`config.mk`:
```
export PLATFORM = sky130hd
export DESIGN_NAME = double_ended_queue
export DESIGN_NICKNAME = d
export VERILOG_FILES = /design/src/hdl/dq_pkg.sv /design/src/hdl/dq_ram.sv /design/src/hdl/dq_ctrl.sv /design/src/hdl/double_ended_queue.sv
export SDC_FILE = /design/constraint.sdc
export NUM_CORES = 2
export LEC_CHECK = 0
export BUFFER_PORTS_ARGS = -buffer_cell sky130_fd_sc_hd__buf_4
export CORE_UTILIZATION = 55
export CTS_BUF_LIST = sky130_fd_sc_hd__clkbuf_8
export DETAILED_ROUTE_END_ITERATION = 8
export GPL_TIMING_DRIVEN = 0
export PLACE_DENSITY = 0.7
export SLEW_MARGIN = 20
export SYNTH_ARGS = -nofsm -noshare
export SYNTH_HDL_FRONTEND = slang
export SYNTH_HIERARCHICAL = 1
export SYNTH_SLANG_ARGS = --single-unit
export TNS_END_PERCENT = 50
```
`constraint.sdc`:
```
create_clock -name clk -period 6.07 [get_ports clk]
set_clock_uncertainty 0.1 [all_clocks]
set_input_delay 0.607 -clock clk [delete_from_list [all_inputs] [get_ports clk]]
set_output_delay 0.607 -clock clk [all_outputs]
set_load 0.01 [all_outputs]
```
`src/hdl/dq_pkg.sv`:
```
// dq_pkg: shared widths, command codes and status codes for the deque.
// Used by dq_ram, dq_ctrl and double_ended_queue; depends on nothing.
`default_nettype none

package dq_pkg;

  // default number of ring entries
  localparam int DEPTH_DEF = 64;

  // field widths
  localparam int CMD_W = 3;
  localparam int VAL_W = 32;
  localparam int STAT_W = 2;

  typedef logic [CMD_W-1:0]  cmd_t;
  typedef logic [STAT_W-1:0] status_t;

  // command codes
  localparam cmd_t CMD_PUSH_FRONT = 3'd0;
  localparam cmd_t CMD_PUSH_BACK  = 3'd1;
  localparam cmd_t CMD_POP_FRONT  = 3'd2;
  localparam cmd_t CMD_POP_BACK   = 3'd3;
  localparam cmd_t CMD_DUMP_FWD   = 3'd4;
  localparam cmd_t CMD_DUMP_REV   = 3'd5;

  // result status codes
  localparam status_t STAT_OK    = 2'd0;
  localparam status_t STAT_EMPTY = 2'd1;
  localparam status_t STAT_FULL  = 2'd2;

endpackage

`default_nettype wire

```
`src/hdl/dq_ram.sv`:
```
// dq_ram: ring storage for the deque, one write and one read port,
// read data registered. Depends on dq_pkg for the word width.
`default_nettype none

module dq_ram #(
  parameter int DEPTH = dq_pkg::DEPTH_DEF,
  parameter int AW    = $clog2(DEPTH)
) (
  input  wire logic                    clk,
  input  wire logic                    wr_en,
  input  wire logic [AW-1:0]           wr_addr,
  input  wire logic [dq_pkg::VAL_W-1:0] wr_data,
  input  wire logic                    rd_en,
  input  wire logic [AW-1:0]           rd_addr,
  output logic      [dq_pkg::VAL_W-1:0] rd_data
);
  import dq_pkg::*;

  logic [VAL_W-1:0] mem [DEPTH];

  // write port
  always_ff @(posedge clk) begin
    if (wr_en) begin
      mem[wr_addr] <= wr_data;
    end
  end

  // read port; data holds until the next read
  always_ff @(posedge clk) begin
    if (rd_en) begin
      rd_data <= mem[rd_addr];
    end
  end

endmodule

`default_nettype wire

```
`src/hdl/dq_ctrl.sv`:
```
// dq_ctrl: front index, entry count, command decode, dump sequencer and
// output register of the deque. Depends on dq_pkg; drives dq_ram.
`default_nettype none

module dq_ctrl #(
  parameter int DEPTH = dq_pkg::DEPTH_DEF,
  parameter int AW    = $clog2(DEPTH),
  parameter int CW    = $clog2(DEPTH + 1)
) (
  input  wire logic                          clk,
  input  wire logic                          rst,
  // command channel
  input  wire logic                          in_valid,
  output logic                               in_stall,
  input  wire dq_pkg::cmd_t                  command,
  input  wire logic signed [dq_pkg::VAL_W-1:0] value,
  // result channel
  output logic                               out_valid,
  input  wire logic                          out_stall,
  output logic signed [dq_pkg::VAL_W-1:0]    value_res,
  output dq_pkg::status_t                    status,
  output logic                               last,
  // memory port
  output logic                               wr_en,
  output logic [AW-1:0]                      wr_addr,
  output logic [dq_pkg::VAL_W-1:0]           wr_data,
  output logic                               rd_en,
  output logic [AW-1:0]                      rd_addr,
  input  wire logic [dq_pkg::VAL_W-1:0]      rd_data
);
  import dq_pkg::*;

  localparam logic ST_IDLE = 1'b0;
  localparam logic ST_DUMP = 1'b1;

  localparam logic [AW:0]   DEPTH_W = (AW + 1)'(DEPTH);
  localparam logic [AW-1:0] LAST_POS = AW'(DEPTH - 1);
  localparam logic [CW-1:0] DEPTH_C = CW'(DEPTH);

  // (a + b) mod DEPTH with both operands below DEPTH
  function automatic logic [AW-1:0] ring_add(input logic [AW-1:0] a,
                                             input logic [AW-1:0] b);
    logic [AW:0] sum;
    sum = {1'b0, a} + {1'b0, b};
    if (sum >= DEPTH_W) begin
      sum = sum - DEPTH_W;
    end
    return sum[AW-1:0];
  endfunction

  logic          state, state_next;
  logic [AW-1:0] front, front_next;
  logic [CW-1:0] count, count_next;
  logic [AW-1:0] idx, idx_next;
  logic          dir_rev, dir_rev_next;
  logic          pend;        // read data waiting in the memory output
  logic          pend_last;
  logic          issue_last;
  logic          imm_load;
  status_t       imm_status;

  logic out_free, load_now, can_issue, acc;
  logic is_full, is_empty, dump_last;
  logic [AW-1:0] back_off, rev_off;

  // handshake and occupancy
  assign out_free  = !out_valid || !out_stall;
  assign load_now  = pend && out_free;
  assign can_issue = !pend || load_now;
  assign in_stall  = (state != ST_IDLE) || pend || !out_free;
  assign acc       = in_valid && !in_stall;

  assign is_full   = (count == DEPTH_C);
  assign is_empty  = (count == '0);
  assign back_off  = AW'(count - CW'(1));
  assign rev_off   = AW'(count - CW'(1) - CW'(idx));
  assign dump_last = ((CW'(idx) + CW'(1)) == count);
  assign wr_data   = value;

  // command decode and dump sequencing
  always_comb begin
    state_next   = state;
    front_next   = front;
    count_next   = count;
    idx_next     = idx;
    dir_rev_next = dir_rev;
    wr_en        = 1'b0;
    wr_addr      = front;
    rd_en        = 1'b0;
    rd_addr      = front;
    issue_last   = 1'b1;
    imm_load     = 1'b0;
    imm_status   = STAT_OK;
    unique case (state)
      ST_IDLE: begin
        if (acc) begin
          unique case (command)
            CMD_PUSH_FRONT, CMD_PUSH_BACK: begin
              imm_load = 1'b1;
              if (is_full) begin
                imm_status = STAT_FULL;
              end else begin
                wr_en      = 1'b1;
                count_next = count + CW'(1);
                if (command == CMD_PUSH_FRONT) begin
                  front_next = (front == '0) ? LAST_POS : front - AW'(1);
                  wr_addr    = front_next;
                end else begin
                  wr_addr = ring_add(front, AW'(count));
                end
              end
            end
            CMD_POP_FRONT, CMD_POP_BACK: begin
              if (is_empty) begin
                imm_load   = 1'b1;
                imm_status = STAT_EMPTY;
              end else begin
                rd_en      = 1'b1;
                count_next = count - CW'(1);
                if (command == CMD_POP_FRONT) begin
                  rd_addr    = front;
                  front_next = ring_add(front, AW'(1));
                end else begin
                  rd_addr = ring_add(front, back_off);
                end
              end
            end
            CMD_DUMP_FWD, CMD_DUMP_REV: begin
              if (is_empty) begin
                imm_load   = 1'b1;
                imm_status = STAT_EMPTY;
              end else begin
                state_next   = ST_DUMP;
                idx_next     = '0;
                dir_rev_next = (command == CMD_DUMP_REV);
              end
            end
            default: begin
              // unused codes: no result, no change
            end
          endcase
        end
      end
      ST_DUMP: begin
        if (can_issue) begin
          rd_en      = 1'b1;
          rd_addr    = dir_rev ? ring_add(front, rev_off) : ring_add(front, idx);
          issue_last = dump_last;
          idx_next   = idx + AW'(1);
          if (dump_last) begin
            state_next = ST_IDLE;
          end
        end
      end
    endcase
  end

  // control state
  always_ff @(posedge clk) begin
    if (rst) begin
      state     <= ST_IDLE;
      front     <= '0;
      count     <= '0;
      pend      <= 1'b0;
      out_valid <= 1'b0;
    end else begin
      state <= state_next;
      front <= front_next;
      count <= count_next;
      if (rd_en) begin
        pend <= 1'b1;
      end else if (load_now) begin
        pend <= 1'b0;
      end
      if (load_now || imm_load) begin
        out_valid <= 1'b1;
      end else if (out_valid && !out_stall) begin
        out_valid <= 1'b0;
      end
    end
  end

  // sequencer payload and output word
  always_ff @(posedge clk) begin
    idx     <= idx_next;
    dir_rev <= dir_rev_next;
    if (rd_en) begin
      pend_last <= issue_last;
    end
    if (load_now) begin
      value_res <= rd_data;
      status    <= STAT_OK;
      last      <= pend_last;
    end else if (imm_load) begin
      value_res <= '0;
      status    <= imm_status;
      last      <= 1'b1;
    end
  end

endmodule

`default_nettype wire

```
`src/hdl/double_ended_queue.sv`:
```
// double_ended_queue: deque of signed 32-bit words in a ring memory.
// Depends on dq_pkg, dq_ram and dq_ctrl.
//
// Usage:
//   Command channel (in_valid / in_stall, command, value): one command per
//   word. Result channel (out_valid / out_stall, value_res, status, last).
//   Push and pop give one result; a dump gives one result per stored entry
//   with last set on the final one. Errors (empty, full) give one result.
// Timing and flow:
//   Push and error results load the output register directly; pop data
//   passes the memory read register, then the output register. A dump of
//   N entries streams one word per cycle while out_stall is low. The next
//   command is taken once no dump is running, no read word waits in the
//   memory read register and the output register can load; the single
//   read port of the ring memory sets the dump rate.
// Reset:
//   rst (synchronous) empties the queue; memory contents are not cleared.
// Stall:
//   While out_stall holds a result word in place, in_stall stays high and
//   a dump pauses with the pending word kept in the memory read register.
`default_nettype none

module double_ended_queue #(
  parameter int DEPTH = dq_pkg::DEPTH_DEF
) (
  input  wire logic                            clk,
  input  wire logic                            rst,
  input  wire logic                            in_valid,
  output logic                                 in_stall,
  input  wire dq_pkg::cmd_t                    command,
  input  wire logic signed [dq_pkg::VAL_W-1:0] value,
  output logic                                 out_valid,
  input  wire logic                            out_stall,
  output logic signed [dq_pkg::VAL_W-1:0]      value_res,
  output dq_pkg::status_t                      status,
  output logic                                 last
);
  import dq_pkg::*;

  localparam int AW = $clog2(DEPTH);
  localparam int CW = $clog2(DEPTH + 1);

  logic             wr_en;
  logic [AW-1:0]    wr_addr;
  logic [VAL_W-1:0] wr_data;
  logic             rd_en;
  logic [AW-1:0]    rd_addr;
  logic [VAL_W-1:0] rd_data;

  dq_ctrl #(
    .DEPTH (DEPTH),
    .AW    (AW),
    .CW    (CW)
  ) u_ctrl (
    .clk       (clk),
    .rst       (rst),
    .in_valid  (in_valid),
    .in_stall  (in_stall),
    .command   (command),
    .value     (value),
    .out_valid (out_valid),
    .out_stall (out_stall),
    .value_res (value_res),
    .status    (status),
    .last      (last),
    .wr_en     (wr_en),
    .wr_addr   (wr_addr),
    .wr_data   (wr_data),
    .rd_en     (rd_en),
    .rd_addr   (rd_addr),
    .rd_data   (rd_data)
  );

  dq_ram #(
    .DEPTH (DEPTH),
    .AW    (AW)
  ) u_ram (
    .clk     (clk),
    .wr_en   (wr_en),
    .wr_addr (wr_addr),
    .wr_data (wr_data),
    .rd_en   (rd_en),
    .rd_addr (rd_addr),
    .rd_data (rd_data)
  );

endmodule

`default_nettype wire
```
After elaboration in Yosys (flattened, before gate mapping)
Memories as Yosys holds them, arrays and structs flattened. A register that Yosys moved wholly into a read port is not among the register bits.
Index checks and enable logic that the tools add are counted.
{"block": "word_totals", "register_bits": 59, "ramBits": 2048, "inputBits": 39, "out_inout_bits": 37, "word_cells": 143, "n_memories": 1}
{"block": "op_classes", "add_sub_neg": 16, "order_cmp": 5, "n_eq_ne": 15, "mux": 64, "bitwise_logic": 2, "n_reduce_logical": 29}
{"memory": "u_ram.mem", "depth": 64, "width": 32, "read_ports": 1, "rd_clocked_by_memory_dff": 1, "write_ports": 1, "line_no": "dq_ram.sv:19", "text": "logic [VAL_W-1:0] mem [DEPTH];"}
{"op": "6-bit 2-to-1 mux", "count": 25}
{"op": "32-bit 2-to-1 mux", "count": 2}
{"op": "6-bit one-hot mux with 2 select lines", "count": 3}
{"op": "6-bit by 1-bit subtractor with 6-bit output (second input constant)", "count": 6}
{"op": "7-bit greater-or-equal comparator (second input constant)", "count": 5}
{"op": "6-bit by 6-bit adder with 7-bit output", "count": 4}
{"op": "1-bit 2-to-1 mux", "count": 24}
{"op": "6-bit by 1-bit adder with 7-bit output (second input constant)", "count": 2}
{"op": "7-bit 2-to-1 mux", "count": 2}
{"op": "7-bit one-hot mux with 2 select lines", "count": 1}
{"op": "2-bit != test (second input constant)", "count": 5}
{"op": "4-bit AND reduction", "count": 2}
{"op": "2-bit nonzero test", "count": 4}
{"op": "7-bit by 1-bit adder with 7-bit output (second input constant)", "count": 1}
{"op": "7-bit equality test", "count": 1}
{"op": "7-bit equality test (second input constant)", "count": 1}
{"op": "7-bit zero test", "count": 1}
{"op": "7-bit AND reduction", "count": 1}
{"op": "7-bit by 1-bit subtractor with 7-bit output (second input constant)", "count": 1}
{"op": "6-bit by 1-bit adder with 6-bit output (second input constant)", "count": 1}
{"op": "3-bit by 2-bit equality test with 1-bit output (second input constant)", "count": 2}
{"op": "3-bit equality test (second input constant)", "count": 2}
{"op": "6-bit zero test", "count": 1}
{"op": "2-bit 2-to-1 mux", "count": 3}
{"op": "other kinds (14)", "count": 31}

Longest topological paths before layout
{"block": "depth", "depth_word": 10, "depth_mapped": 24, "ltp_nobuf": 22}

Modules after synthesis
The synthesis kept the hierarchy.
{"mod": "dq_ram", "n_inst": 1, "cells_per_inst": 3362, "area_per_inst_um2": 78778.1, "seq_area_each_um2": 62459.9}
{"mod": "dq_ctrl", "n_inst": 1, "cells_per_inst": 473, "area_per_inst_um2": 4315.4, "seq_area_each_um2": 1591.5}

Worst setup path after synthesis
No wires, ideal clock.
{"block": "synth_path", "kind": "flip-flop to flip-flop", "start": "register u_ctrl.count[1]", "end": "register u_ram/rd_data[12] (netlist name) (read register of u_ram.mem) (data pin)", "setup_time_ns": 0.256, "t_arrival_ns": 4.880, "t_required_ns": 5.714, "slack_ns": 0.834, "stages_incl_launch_ff": 24, "n_path_buf": 3, "synth_period_minus_slack_ns": 5.236, "cell_sequence": "dfxtp_1 inv_1 ha_1 inv_1 ha_1 nor2b_1 o21ai_0 or3b_2 nand3_1 o21ai_0 ha_1 o21ai_1 or4b_1 o2111a_1 and4_4 mux2_2 nor2_2 xnor2_1 clkbuf_1 nand2_1 clkbuf_1 clkbuf_1 o22ai_1 nor2_1"}
{"block": "synth_between", "elab_chain_len": 9, "elab_cells_between_ends": 22, "cone_classes": "add/sub: 6; order compare: 2; mux: 13; reduce/logical: 1"}
{"item": "from (decl)", "line_no": "dq_ctrl.sv:53", "text": "logic [CW-1:0] count, count_next;"}
{"item": "from (signal assigned)", "line_no": "dq_ctrl.sv:169", "text": "count <= count_next;"}
{"item": "parallel branches: the longest is 8 deep, another holds 7-bit by 1-bit subtractor with 7-bit output"}
{"item": "6-bit one-hot mux with 2 select lines (*)", "line_no": "dq_ctrl.sv:94", "text": "unique case (state)"}
{"item": "net rd_addr[5]", "line_no": "double_ended_queue.sv:47", "text": "logic [AW-1:0] rd_addr;"}
{"item": "to (decl)", "line_no": "dq_ram.sv:15", "text": "output logic [dq_pkg::VAL_W-1:0] rd_data"}
Mark *: on every way through the listed nets, which the timed path passes.
A chain may end at the register's enable or synchronous reset.

Worst setup path in the final report
{"block": "layout_path", "start": "register u_ctrl.count[2]", "end": "memory u_ram.mem[15][14] (enable)"}
{"block": "layout_between", "elab_cells_between_ends": 16, "cone_classes": "add/sub: 2; order compare: 1; eq/ne: 1; mux: 12"}
{"item": "7-bit equality test", "line_no": "dq_ctrl.sv:73", "text": "assign is_full = (count == DEPTH_C);"}
{"item": "1-bit 2-to-1 mux", "line_no": "dq_ctrl.sv:100", "text": "if (is_full) begin"}
{"item": "1-bit 2-to-1 mux", "line_no": "dq_ctrl.sv:97", "text": "unique case (command)"}
{"item": "1-bit 2-to-1 mux", "line_no": "dq_ctrl.sv:96", "text": "if (acc) begin"}
{"item": "1-bit 2-to-1 mux", "line_no": "dq_ctrl.sv:94"}
{"item": "net wr_en", "line_no": "double_ended_queue.sv:43", "text": "logic wr_en;"}
{"item": "1-bit 2-to-1 mux", "line_no": "dq_ram.sv:23", "text": "if (wr_en) begin"}
{"item": "1-bit 2-to-1 mux (not written as such)", "line_no": "dq_ram.sv:24", "text": "mem[wr_addr] <= wr_data;"}
{"item": "to (decl)", "line_no": "dq_ram.sv:19"}
The timed path passes the listed nets, and every way through them passes these cells.

==> results_dict.tcl <==
set metrics [dict create \
    finalCritPeriodShare 0.9810 \
    yosys_warnings 6 \
    timing.rr.start "u_ctrl/count[2]" \
    tightest_slew_ns 1.276 \
    synthCells 3835 \
    ioPinCount 76 \
    max_freq_mhz 167.9 \
    syn_area_um2 83090 \
    most-common-layout-cells "2,121 x edfxtp_1, 500 x mux4_2, 354 x clkbuf_8" \
    ys_async_sr_fraction 0 \
    slew_violations 0 \
    drcViolationCount 0 \
    htreeDepth 5 \
    setup_tns_ns 0 \
    fp-row-count 142 \
    max_slew_margin 0.1496 \
    initial_core_util 0.5541 \
    antenna_found_initial 17 \
    cp-startpoint "u_ctrl/count[2]" \
    max_stage_delay_ns 0.99 \
    crit_top_cell "nand3_1" \
    fin_crit_ns 5.955 \
    maxCapViolCount 0 \
    cts_tree "yes" \
    grt_overflow_total 0 \
    placed_cells 6002 \
    cp.arrival_ns 6.53 \
    ctsLongestPathBuffers 4 \
    path_class "register to register" \
    gp_congestion 0.8960 \
    hold_path.class "input port to register" \
    path_buf_inv 4 \
    grt_pass1_wl_mm 325.8 \
    area_growth_pct 15.13 \
    drt_iter0_drc 6731 \
    dp_hpwl_mm 151.1 \
    portBuffers 42 \
    drive_above_1_share 0.3114 \
    drtAntennaViolNets 0 \
    dr.pass1.iters 6 \
    max-vdd-ir-drop_v 0.0002373 \
    grt_max_degree 65 \
    synth-edff-count 2121 \
    core-area_um2 150000 \
    cts.sinks 2139 \
    hold_viol_final 0 \
    post-route-util 0.6380 \
    layout_commonest_cell "edfxtp_1" \
    numCtsBuffers 346 \
    status "finished clean" \
    route.final.wire_length_mm 234.4 \
    grt.total_usage 0.3102 \
    setup_violations 0 \
    grt_pass1_vias 43801 \
    hold_ws_ns 0.04971 \
    crit_fanout 17 \
    p_per_area_nw_per_um2 334.0 \
    num_vias 44497 \
    yosysSeqAreaShare 0.7708 \
    cp-start-kind "register" \
    critPathCaptureType "register" \
    clk_latency_ns 1.03 \
    critPathTopFamily "simple AND/OR/NAND/NOR gates" \
    wire_per_inst_um 35.40 \
    die_h_um 390.7 \
    fp.dieW_um 390.7 \
    final_net_count 4427 \
    total_power_mw 31.95 \
    via_per_inst 6.721 \
    grt_setup_unrepaired "no" \
    dieArea_um2 152600 \
    crit_required_ns 6.64 \
    clkTransAtPathRegs_ns 0.06 \
    leakage_nw 30.06 \
    ys.flop_type "edfxtp_1" \
    final_cells 6621 \
    syn-mean-instance-area_um2 21.67 \
    ys_ff_latch 2139 \
    slowest_stage "o21ai_0" \
    ys_types 68 \
    cp_cell_sequence "buf_4 -> nor4_2 -> nand3_1 -> nand3_1 -> inv_1 -> o21ai_0 -> clkbuf_1 -> nand4_1 -> nor2_4 -> buf_12" \
    syn_nets 3909 \
    cts-root-buf "clkbuf_8" \
    min_from "value[10]" \
]
==> metal layers <==
layer	track usage	vias to the layer above	share of wire
met1	0.4205	23029	0.35
met4	0.1515	10	0.056
met2	0.4681	3521	0.46
met5	0	-	0.0010
met3	0.08647	692	0.13
li1	-	17245	-
==> synth_stat cells (all sizes together), types with 8 or more instances <==
cell type / number / area share
inv: 24 / 0.0011
a21oi: 82 / 0.0049
xnor2: 25 / 0.0026
xor2: 8 / 0.00084
a221oi: 50 / 0.0062
nor2b: 13 / 0.00098
nor3: 10 / 0.00066
dfxtp: 18 / 0.0043
mux2: 26 / 0.0035
nor2: 150 / 0.0069
mux2i: 42 / 0.0051
or3: 8 / 0.00060
a22o: 35 / 0.0037
nand3: 27 / 0.0016
and2: 39 / 0.0029
ha: 31 / 0.0047
clkbuf: 95 / 0.0044
edfxtp: 2121 / 0.77
a21o: 10 / 0.00092
a22oi: 56 / 0.0051
o221ai: 19 / 0.0021
nand2: 65 / 0.0029
o21ai: 36 / 0.0022
o22ai: 90 / 0.0068
nand2b: 13 / 0.00098
buf: 148 / 0.013
mux4: 500 / 0.14
a211oi: 29 / 0.0026
==> metrics by stage <==
step | area, um2 | setup slack (ns)
after floorplan | 83090 | 0.8341
after global placement | 85930 | -3.182
after detailed placement | 88870 | -1.837
after CTS | 95530 | 0.001516
after global routing | 95660 | 0.01734
final | 95670 | 0.1151
==> kinds of logic after synthesis <==
kind of cell             count (synthesis)  synth area share
multiplexers                           568            0.1441
AND/OR/NAND/NOR                        356           0.02048
XOR/XNOR                                33          0.003478
flip-flops                            2139            0.7708
adder cells (fa/ha/maj)                 35          0.005632
AO/OA/AOI/OAI                          436           0.03722
buffers and inverters                  268           0.01825
==> power breakdown <==
part | switching (mW) | internal (mW) | total (mW)
logic | 2.85 | 1.65 | 4.50
clock network | 5.49 | 5.56 | 11.0
registers | 0.0374 | 16.4 | 16.4
total | 8.37 | 23.6 | 32.0
==> area by class of cell <==
type                       count  area (um2)
clock inverter               242        1130
buffer                       239        1541
timing repair buffer         174        2977
inverter                      25       93.84
multi-input combinational   1428       18500
clock buffer                 351        4831
fill                        9860       54290
sequential                  2139       64060
tap                         2016        2522
antenna                        7       17.52
==> sequential cells by signal, summed over array words and instances (netlist names), 2 cells and up <==
register and cells:
u_ctrl/status 2, u_ctrl/front 6, u_ctrl/idx 6, u_ctrl/value_res 32, u_ram/rd_data 32, u_ram/mem 2048, u_ctrl/count 7
==> worst paths after layout <==
check,end,slack [ns],cells past startpoint
max,u_ram/mem[15][14],0.12,10
min,u_ram/mem[33][10],0.05,1
max reg2reg,u_ram/mem[15][14],0.12,10
min reg2reg,u_ctrl/value_res[5],0.41,1
==> repair_timing <==
action | CTS | global route
hold endpoints to repair | 122 | 0
gates cloned | 1 | 0
setup endpoints to repair | 32 | 32
gates resized for setup | 121 | 28
pin swaps | 8 | 7
buffers inserted | 8 | 2
hold buffers | 12 | 0
Power figures use the tool's default switching activity.
